`src/rtl/kse_pkg.sv`:
```
// ----------------------------------------------------------------------------
// kse_pkg
// Shared types and constants of the kinetic scroll engine.
// ----------------------------------------------------------------------------
package kse_pkg;

  // event kinds as they arrive on the input channel
  typedef enum logic [1:0] {
    KIND_PRESS   = 2'd0,
    KIND_MOVE    = 2'd1,
    KIND_RELEASE = 2'd2,
    KIND_TICK    = 2'd3
  } kind_t;

  // configuration register indexes
  typedef enum logic [2:0] {
    CFG_JITTER_MOVES = 3'd0,
    CFG_MAX_SPEED    = 3'd1,
    CFG_FRICTION     = 3'd2,
    CFG_SCROLL_MIN   = 3'd3,
    CFG_SCROLL_MAX   = 3'd4
  } cfg_idx_t;

  localparam int CFG_ADDR_W = 3;
  localparam int CFG_DATA_W = 16;

  localparam logic [3:0]  RST_JITTER_MOVES = 4'd4;
  localparam logic [9:0]  RST_MAX_SPEED    = 10'd30;
  localparam logic [7:0]  RST_FRICTION     = 8'd1;
  localparam logic [15:0] RST_SCROLL_MIN   = 16'd0;
  localparam logic [15:0] RST_SCROLL_MAX   = 16'hFFFF;

  // passes granted after a synthetic click
  localparam logic [1:0] PASS_AFTER_CLICK = 2'd2;

  // command queue between front and back
  localparam int Q_DEPTH = 2;
  localparam int Q_PTR_W = $clog2(Q_DEPTH);
  localparam int Q_CNT_W = $clog2(Q_DEPTH + 1);

  typedef struct packed {
    logic [1:0]         kind;
    logic signed [15:0] pointer_x;
    logic signed [15:0] pointer_y;
    logic [15:0]        scroll_now;
  } kse_in_t;

  typedef struct packed {
    logic               consumed;
    logic               scroll_valid;
    logic [15:0]        scroll_value;
    logic               click_valid;
    logic signed [15:0] click_x;
    logic signed [15:0] click_y;
  } kse_out_t;

  typedef struct packed {
    logic [3:0]  jitter_moves;
    logic [9:0]  max_speed;
    logic [7:0]  friction;
    logic [15:0] scroll_min;
    logic [15:0] scroll_max;
  } kse_cfg_t;

  // classified command handed from front to back
  typedef struct packed {
    kind_t              kind;
    logic               is_button;
    logic signed [15:0] px;
    logic signed [15:0] py;
    logic [15:0]        now;
  } kse_cmd_t;

  // clamp a wide signed position to [lo, hi], hi wins on overlap
  function automatic logic [15:0] clamp_scroll(input logic signed [18:0] v,
                                               input logic [15:0] lo,
                                               input logic [15:0] hi);
    logic signed [18:0] r;
    r = v;
    if (r < $signed({3'b000, lo})) r = $signed({3'b000, lo});
    if (r > $signed({3'b000, hi})) r = $signed({3'b000, hi});
    return r[15:0];
  endfunction

endpackage

```
`src/rtl/kinetic_scroll_engine.sv`:
```
// ----------------------------------------------------------------------------
// kinetic_scroll_engine
// Kinetic scrolling with friction driven by pointer events and ticks.
// ----------------------------------------------------------------------------
// Path: an input beat is written into the queue entry, then the back stage
//   registers the result.
// Throughput: one beat per cycle unless out_stall holds; each event's math
//   is combinational, limited by the coasting clamp/decay/scroll clamp path.
// Reset: synchronous active-low rst_n clears gesture state, queue and output
//   valid, and loads register defaults; no clearing pass.
module kinetic_scroll_engine (
  input  logic                              clk,
  input  logic                              rst_n,
  // event channel
  input  logic                              in_valid,
  output logic                              in_stall,
  input  kse_pkg::kse_in_t                  in_data,
  // result channel
  output logic                              out_valid,
  input  logic                              out_stall,
  output kse_pkg::kse_out_t                 out_data,
  // configuration writes
  input  logic                              cfg_we,
  input  logic [kse_pkg::CFG_ADDR_W-1:0]    cfg_addr,
  input  logic [kse_pkg::CFG_DATA_W-1:0]    cfg_wdata
);
  import kse_pkg::*;

  kse_cfg_t cfg_r, cfg_nxt;

  // front -> queue
  logic     q_push, q_full;
  kse_cmd_t q_in;
  // queue -> back
  logic     q_pop, q_not_empty;
  kse_cmd_t q_head;

  // register file; writes to unknown indexes are dropped
  always_comb begin
    cfg_nxt = cfg_r;
    if (cfg_we) begin
      case (cfg_addr)
        CFG_JITTER_MOVES: cfg_nxt.jitter_moves = cfg_wdata[3:0];
        CFG_MAX_SPEED:    cfg_nxt.max_speed    = cfg_wdata[9:0];
        CFG_FRICTION:     cfg_nxt.friction     = cfg_wdata[7:0];
        CFG_SCROLL_MIN:   cfg_nxt.scroll_min   = cfg_wdata;
        CFG_SCROLL_MAX:   cfg_nxt.scroll_max   = cfg_wdata;
        default:          cfg_nxt = cfg_r;
      endcase
    end
  end

  always_ff @(posedge clk) begin
    if (!rst_n) begin
      cfg_r.jitter_moves <= RST_JITTER_MOVES;
      cfg_r.max_speed    <= RST_MAX_SPEED;
      cfg_r.friction     <= RST_FRICTION;
      cfg_r.scroll_min   <= RST_SCROLL_MIN;
      cfg_r.scroll_max   <= RST_SCROLL_MAX;
    end else begin
      cfg_r <= cfg_nxt;
    end
  end

  // front: takes beats while the queue has room, tags button events
  kse_front u_front (
    .in_valid (in_valid),
    .in_stall (in_stall),
    .in_data  (in_data),
    .q_full   (q_full),
    .q_push   (q_push),
    .q_cmd    (q_in)
  );

  // two-entry queue so input and output stall independently
  kse_queue u_queue (
    .clk       (clk),
    .rst_n     (rst_n),
    .push      (q_push),
    .push_cmd  (q_in),
    .pop       (q_pop),
    .full      (q_full),
    .not_empty (q_not_empty),
    .head      (q_head)
  );

  // back: gesture state machine and output register
  kse_back u_back (
    .clk         (clk),
    .rst_n       (rst_n),
    .cfg         (cfg_r),
    .q_not_empty (q_not_empty),
    .q_head      (q_head),
    .q_pop       (q_pop),
    .out_valid   (out_valid),
    .out_stall   (out_stall),
    .out_data    (out_data)
  );

endmodule

```
`src/rtl/kse_front.sv`:
```
// ----------------------------------------------------------------------------
// kse_front
// Input side: accepts events and classifies them into queue commands.
// ----------------------------------------------------------------------------
module kse_front (
  input  logic              in_valid,
  output logic              in_stall,
  input  kse_pkg::kse_in_t  in_data,
  input  logic              q_full,
  output logic              q_push,
  output kse_pkg::kse_cmd_t q_cmd
);
  import kse_pkg::*;

  assign in_stall = q_full;
  assign q_push   = in_valid && !q_full;

  always_comb begin
    q_cmd.kind      = kind_t'(in_data.kind);
    q_cmd.is_button = (in_data.kind == KIND_PRESS) || (in_data.kind == KIND_RELEASE);
    q_cmd.px        = in_data.pointer_x;
    q_cmd.py        = in_data.pointer_y;
    q_cmd.now       = in_data.scroll_now;
  end

endmodule

```
`src/rtl/kse_queue.sv`:
```
// ----------------------------------------------------------------------------
// kse_queue
// Short command queue decoupling front from back.
// ----------------------------------------------------------------------------
module kse_queue (
  input  logic              clk,
  input  logic              rst_n,
  input  logic              push,
  input  kse_pkg::kse_cmd_t push_cmd,
  input  logic              pop,
  output logic              full,
  output logic              not_empty,
  output kse_pkg::kse_cmd_t head
);
  import kse_pkg::*;

  kse_cmd_t             mem_r [Q_DEPTH];
  logic [Q_PTR_W-1:0]   wr_ptr_r, wr_ptr_nxt;
  logic [Q_PTR_W-1:0]   rd_ptr_r, rd_ptr_nxt;
  logic [Q_CNT_W-1:0]   cnt_r, cnt_nxt;

  assign full      = (cnt_r == Q_CNT_W'(Q_DEPTH));
  assign not_empty = (cnt_r != '0);
  assign head      = mem_r[rd_ptr_r];

  always_comb begin
    wr_ptr_nxt = wr_ptr_r;
    rd_ptr_nxt = rd_ptr_r;
    cnt_nxt    = cnt_r;
    if (push) begin
      wr_ptr_nxt = (wr_ptr_r == Q_PTR_W'(Q_DEPTH - 1)) ? '0 : wr_ptr_r + 1'b1;
    end
    if (pop) begin
      rd_ptr_nxt = (rd_ptr_r == Q_PTR_W'(Q_DEPTH - 1)) ? '0 : rd_ptr_r + 1'b1;
    end
    case ({push, pop})
      2'b10:   cnt_nxt = cnt_r + 1'b1;
      2'b01:   cnt_nxt = cnt_r - 1'b1;
      default: cnt_nxt = cnt_r;
    endcase
  end

  always_ff @(posedge clk) begin
    if (!rst_n) begin
      wr_ptr_r <= '0;
      rd_ptr_r <= '0;
      cnt_r    <= '0;
    end else begin
      wr_ptr_r <= wr_ptr_nxt;
      rd_ptr_r <= rd_ptr_nxt;
      cnt_r    <= cnt_nxt;
    end
  end

  always_ff @(posedge clk) begin
    if (push) begin
      mem_r[wr_ptr_r] <= push_cmd;
    end
  end

endmodule

```
`src/rtl/kse_back.sv`:
```
// ----------------------------------------------------------------------------
// kse_back
// Execution side: gesture state, drag and coasting math, result register.
// ----------------------------------------------------------------------------
module kse_back (
  input  logic              clk,
  input  logic              rst_n,
  input  kse_pkg::kse_cfg_t cfg,
  input  logic              q_not_empty,
  input  kse_pkg::kse_cmd_t q_head,
  output logic              q_pop,
  output logic              out_valid,
  input  logic              out_stall,
  output kse_pkg::kse_out_t out_data
);
  import kse_pkg::*;

  logic               held_r, held_nxt;
  logic               dragging_r, dragging_nxt;
  logic signed [15:0] press_x_r, press_x_nxt;
  logic signed [15:0] press_y_r, press_y_nxt;
  logic [15:0]        sap_r, sap_nxt;
  logic signed [15:0] last_y_r, last_y_nxt;
  logic signed [16:0] speed_r, speed_nxt;
  logic [3:0]         jit_r, jit_nxt;
  logic [1:0]         pass_r, pass_nxt;

  logic               out_valid_r;
  kse_out_t           out_r, out_nxt;

  // coasting datapath
  logic signed [16:0] lim17;
  logic signed [11:0] lim12, fr12, sp_clip, sp_dec, sp_abs, sp_fin;
  logic signed [18:0] drag_pos, coast_pos;

  assign q_pop     = q_not_empty && (!out_valid_r || !out_stall);
  assign out_valid = out_valid_r;
  assign out_data  = out_r;

  always_comb begin
    lim12 = $signed({2'b00, cfg.max_speed});
    lim17 = $signed({7'd0, cfg.max_speed});
    fr12  = $signed({4'd0, cfg.friction});

    if (speed_r > lim17)       sp_clip = lim12;
    else if (speed_r < -lim17) sp_clip = -lim12;
    else                       sp_clip = speed_r[11:0];

    if (sp_clip > 12'sd0)      sp_dec = sp_clip - fr12;
    else if (sp_clip < 12'sd0) sp_dec = sp_clip + fr12;
    else                       sp_dec = sp_clip;

    sp_abs = (sp_dec < 12'sd0) ? -sp_dec : sp_dec;
    sp_fin = (sp_abs < fr12) ? 12'sd0 : sp_dec;

    drag_pos  = $signed({3'b000, sap_r})
              - ($signed({{3{q_head.py[15]}}, q_head.py})
                 - $signed({{3{press_y_r[15]}}, press_y_r}));
    coast_pos = $signed({3'b000, q_head.now}) - $signed({{7{sp_fin[11]}}, sp_fin});
  end

  always_comb begin
    held_nxt     = held_r;
    dragging_nxt = dragging_r;
    press_x_nxt  = press_x_r;
    press_y_nxt  = press_y_r;
    sap_nxt      = sap_r;
    last_y_nxt   = last_y_r;
    speed_nxt    = speed_r;
    jit_nxt      = jit_r;
    pass_nxt     = pass_r;

    out_nxt              = '0;
    out_nxt.consumed     = 1'b1;

    if (q_head.is_button && (pass_r != 2'd0)) begin
      pass_nxt         = pass_r - 1'b1;
      out_nxt.consumed = 1'b0;
    end else begin
      case (q_head.kind)
        KIND_PRESS: begin
          held_nxt    = 1'b1;
          press_x_nxt = q_head.px;
          press_y_nxt = q_head.py;
          sap_nxt     = q_head.now;
          if (dragging_r) begin
            dragging_nxt = 1'b0;
            speed_nxt    = '0;
          end
        end
        KIND_MOVE: begin
          if (!dragging_r) begin
            if (jit_r < cfg.jitter_moves) begin
              jit_nxt = jit_r + 1'b1;
            end else begin
              jit_nxt      = '0;
              dragging_nxt = 1'b1;
              last_y_nxt   = q_head.py;
            end
          end else begin
            out_nxt.scroll_valid = 1'b1;
            out_nxt.scroll_value = clamp_scroll(drag_pos, cfg.scroll_min, cfg.scroll_max);
          end
        end
        KIND_RELEASE: begin
          held_nxt = 1'b0;
          if (!dragging_r) begin
            out_nxt.click_valid = 1'b1;
            out_nxt.click_x     = press_x_r;
            out_nxt.click_y     = press_y_r;
            pass_nxt            = PASS_AFTER_CLICK;
          end
        end
        KIND_TICK: begin
          out_nxt.consumed = 1'b0;
          if (held_r && dragging_r) begin
            // sample velocity between ticks
            speed_nxt  = $signed({q_head.py[15], q_head.py})
                       - $signed({last_y_r[15], last_y_r});
            last_y_nxt = q_head.py;
          end else if (!held_r && dragging_r) begin
            speed_nxt = {{5{sp_fin[11]}}, sp_fin};
            if (sp_abs < fr12) dragging_nxt = 1'b0;
            out_nxt.scroll_valid = 1'b1;
            out_nxt.scroll_value = clamp_scroll(coast_pos, cfg.scroll_min, cfg.scroll_max);
          end else begin
            dragging_nxt = 1'b0;
            speed_nxt    = '0;
          end
        end
        default: begin
          out_nxt.consumed = 1'b1;
        end
      endcase
    end
  end

  always_ff @(posedge clk) begin
    if (!rst_n) begin
      held_r      <= 1'b0;
      dragging_r  <= 1'b0;
      press_x_r   <= '0;
      press_y_r   <= '0;
      sap_r       <= '0;
      last_y_r    <= '0;
      speed_r     <= '0;
      jit_r       <= '0;
      pass_r      <= '0;
      out_valid_r <= 1'b0;
    end else begin
      if (q_pop) begin
        held_r     <= held_nxt;
        dragging_r <= dragging_nxt;
        press_x_r  <= press_x_nxt;
        press_y_r  <= press_y_nxt;
        sap_r      <= sap_nxt;
        last_y_r   <= last_y_nxt;
        speed_r    <= speed_nxt;
        jit_r      <= jit_nxt;
        pass_r     <= pass_nxt;
      end
      if (q_pop)           out_valid_r <= 1'b1;
      else if (!out_stall) out_valid_r <= 1'b0;
    end
  end

  always_ff @(posedge clk) begin
    if (q_pop) begin
      out_r <= out_nxt;
    end
  end

endmodule
```
`config.mk`:
```
export PLATFORM = sky130hd
export DESIGN_NAME = kinetic_scroll_engine
export DESIGN_NICKNAME = d
export VERILOG_FILES = /design/src/rtl/kse_pkg.sv /design/src/rtl/kinetic_scroll_engine.sv /design/src/rtl/kse_front.sv /design/src/rtl/kse_queue.sv /design/src/rtl/kse_back.sv
export SDC_FILE = /design/constraint.sdc
export NUM_CORES = 1
export LEC_CHECK = 0
export BUFFER_PORTS_ARGS = -buffer_cell sky130_fd_sc_hd__buf_2
export CORE_MARGIN = 1
export CORE_UTILIZATION = 67
export DETAILED_ROUTE_END_ITERATION = 6
export PLACE_DENSITY = 0.87
export SYNTH_ARGS = -nofsm -noshare
export SYNTH_HDL_FRONTEND = slang
export SYNTH_SLANG_ARGS = --single-unit
```
`constraint.sdc`:
```
create_clock -name clk -period 26.2 [get_ports clk]
set_input_delay 7.86 -clock clk [delete_from_list [all_inputs] [get_ports clk]]
set_output_delay 7.86 -clock clk [all_outputs]
set_load 0.05 [all_outputs]
```
==> impl_metrics.yaml <==
run_status:
  outcome: "finished clean"
grt:
  grt-ovfl-total: 0
  track_usage_pct: 34.27
  grt_pass1_wl_um: 78660
  grt_max_degree: 66
  grt_pass1_vias: 15409
  antenna_found_initial: 2
synth:
  async_flop_share_pct: 0
  synth.largest_area_cell: "edfxtp_1"
  synth-edff-count: 153
  avgSynthCellArea_um2: 9.390
  yosys-top-cells-area: "edfxtp_1, dfxtp_1, ha_1"
  synth-main-ff-cell: "edfxtp_1"
  postSynthCellCount: 2041
  synth_cell_types: 83
  synth-seq-area-share_pct: 39.54
  synth_top_area_share_pct: 23.97
  syn_nets: 2308
  synth_area_um2: 19170
  ys_seq_elements: 302
  ys.warnings.count: 0
finish:
  fill_cells: 1971
  layout.cells.non_filler: 2536
  final_cell_mix: "ha_1, nor2_1, inv_1"
  nNetsFinal: 2400
  syn_to_final_growth_pct: 10.39
  stdcell_area_um2: 21160
  drive_gt1_share_pct: 12.42
  final_core_util_pct: 75.74
  seq_area_um2: 7579
  multiInputGateArea_um2: 10660
  insertedDiodeCount: 0
  layout_commonest_cell: "ha_1"
pwr:
  power.leakage_nw: 8.628
  design_power_total_mw: 2.304
  peakVddDrop_mv: 0.1314
  power_density_nw_per_um2: 108.9
timing:
  timing.final.crit_share_pct: 62.85
  tightestPinTransition_ns: 1.216
  finalHoldViolations: 0
  whs_ns: 0.4670
  max_freq_mhz: 60.73
  fin_skew_ns: 0.01210
  fin_ws_ns: 9.733
  slew_violations: 0
  tns_ns: 0
  period_minus_slack_ns: 16.47
  setup_viol: 0
  rsz0062_at_grt: "no"
  relSlewSlack_pct: 18.63
clocking:
  postCtsSetupBuffers: 0
  ctsRootBufferMaster: "clkbuf_16"
  cts_resized: 0
  cts_tree: "done"
  hold_buffers: 0
  clk_pin_slew_ns: 0.07
  cts_max_level: 1
  clkLatencyLatePin_ns: 0.58
  cts_sinks: 302
  cts_made_buffers: 31
  clk_path_buf_depth: 3
die:
  die_x_um: 171.1
  die_h_um: 171.1
  dieArea_um2: 29290
  rows: 61
  io_pins: 127
  fp.coreArea_um2: 27930
  initial_core_util_pct: 68.61
route:
  drc: 0
  vias: 15940
  first_pass_iters: 5
  via_per_inst: 6.285
  ant_nets: 0
  post_drt_wl_per_cell_um: 19.79
  drtIter0Drc: 1327
  routed_wl_um: 50180
worst_setup_path:
  cp_slowest_cell: "nor2_1"
  startpoint_type: "flop"
  criticalPathCategory: "flop to flop"
  crit_fanout: 23
  crit_top_cell: "a21oi_1"
  slowest_delay_ns: 0.90
  endpoint_kind: "flop"
  required_ns: 26.65
  worstPathArrival_ns: 16.92
place:
  placement.io_buffers: 126
  hpwl_um: 37070
  post-place-ws_ns: 10.16
  gp_congestion: 0.9760
  dp_cells: 2478
  place_area_um2: 20090
run:
  max_cap_violations: 0
worst_hold_path:
  hp-class: "flop to flop"
==> layer usage <==
metal  vias to the layer above  global-route usage, %  part of all wire, %
met2                       663                  58.82                   48
met5                         -                      0                0.036
met4                         4                  12.42                  3.4
met1                      7585                  44.18                   41
met3                       120                  4.441                  7.0
li1                       7568                      -                    -
==> synthesized netlist by cell type, types with 34 or more instances <==
cell and n:
ha_1 187, nor2_1 170, inv_1 169, nand2_1 160
edfxtp_1 153, a21oi_1 152, dfxtp_1 149, mux2i_1 85
a211oi_1 79, clkbuf_1 73, o21ai_0 68, xnor2_1 54
nand3_1 47, mux2_2 43, and2_1 42, o211ai_1 34
==> registers in the layout, indices dropped and copies added (netlist names), 2 cells and up, named ones only <==
| register | cells |
|---|---|
| u_queue.mem_r | 102 |
| cfg_r | 54 |
| u_back.out_data | 51 |
| u_back.speed_r | 17 |
| u_back.last_y_r | 16 |
| u_back.press_x_r | 16 |
| u_back.press_y_r | 16 |
| u_back.sap_r | 16 |
| u_back.jit_r | 4 |
| u_back.pass_r | 2 |
| u_queue.cnt_r | 2 |
==> path summary, 6_finish.rpt <==
kind	start	to	slack, ns	depth (start not counted)
max reg2reg	cfg_r[41]	u_back.out_data[37]	9.73	64
max	cfg_r[41]	u_back.out_data[37]	9.73	64
min	u_back.pass_r[1]	u_back.pass_r[1]	0.47	2
min reg2reg	u_back.pass_r[1]	u_back.pass_r[1]	0.47	2
==> kinds of logic after synthesis <==
family / count (synthesis) / share of synthesized area (%)
and+or+nand+nor: 584 / 14.69
AOI/OAI and AO/OA: 509 / 17.53
DFF: 302 / 39.54
buffers and inverters: 251 / 5.014
adders and majority gates: 193 / 12.83
muxes: 129 / 7.024
xor gates and xnor gates: 73 / 3.375
==> final cells by class <==
cell class                      count  area share (%)
Tap cell                          378           2.235
Clock buffer                       44           4.388
Timing Repair Buffer              140           3.477
Clock inverter                     14          0.6742
Sequential cell                   302           35.82
Multi-Input combinational cell   1488           50.38
Inverter                          170           3.022
==> power by group <==
group	internal [mW]	switching (mW)
clock network	0.268	0.191
logic	0.451	0.776
registers	0.584	0.0332
total	1.30	1.00
==> critical path, delay by kind of cell (launching register included) <==
kind                     cells  cell delay, ns
AO/OA/AOI/OAI               37            7.81
AND/OR/NAND/NOR             10            2.92
adder cells (fa/ha/maj)      8            2.87
XOR/XNOR                     3            1.17
multiplexers                 3            0.78
buffers and inverters        3            0.42
flip-flops                   1            0.31
No activity file was read; power rests on OpenSTA's default activity.
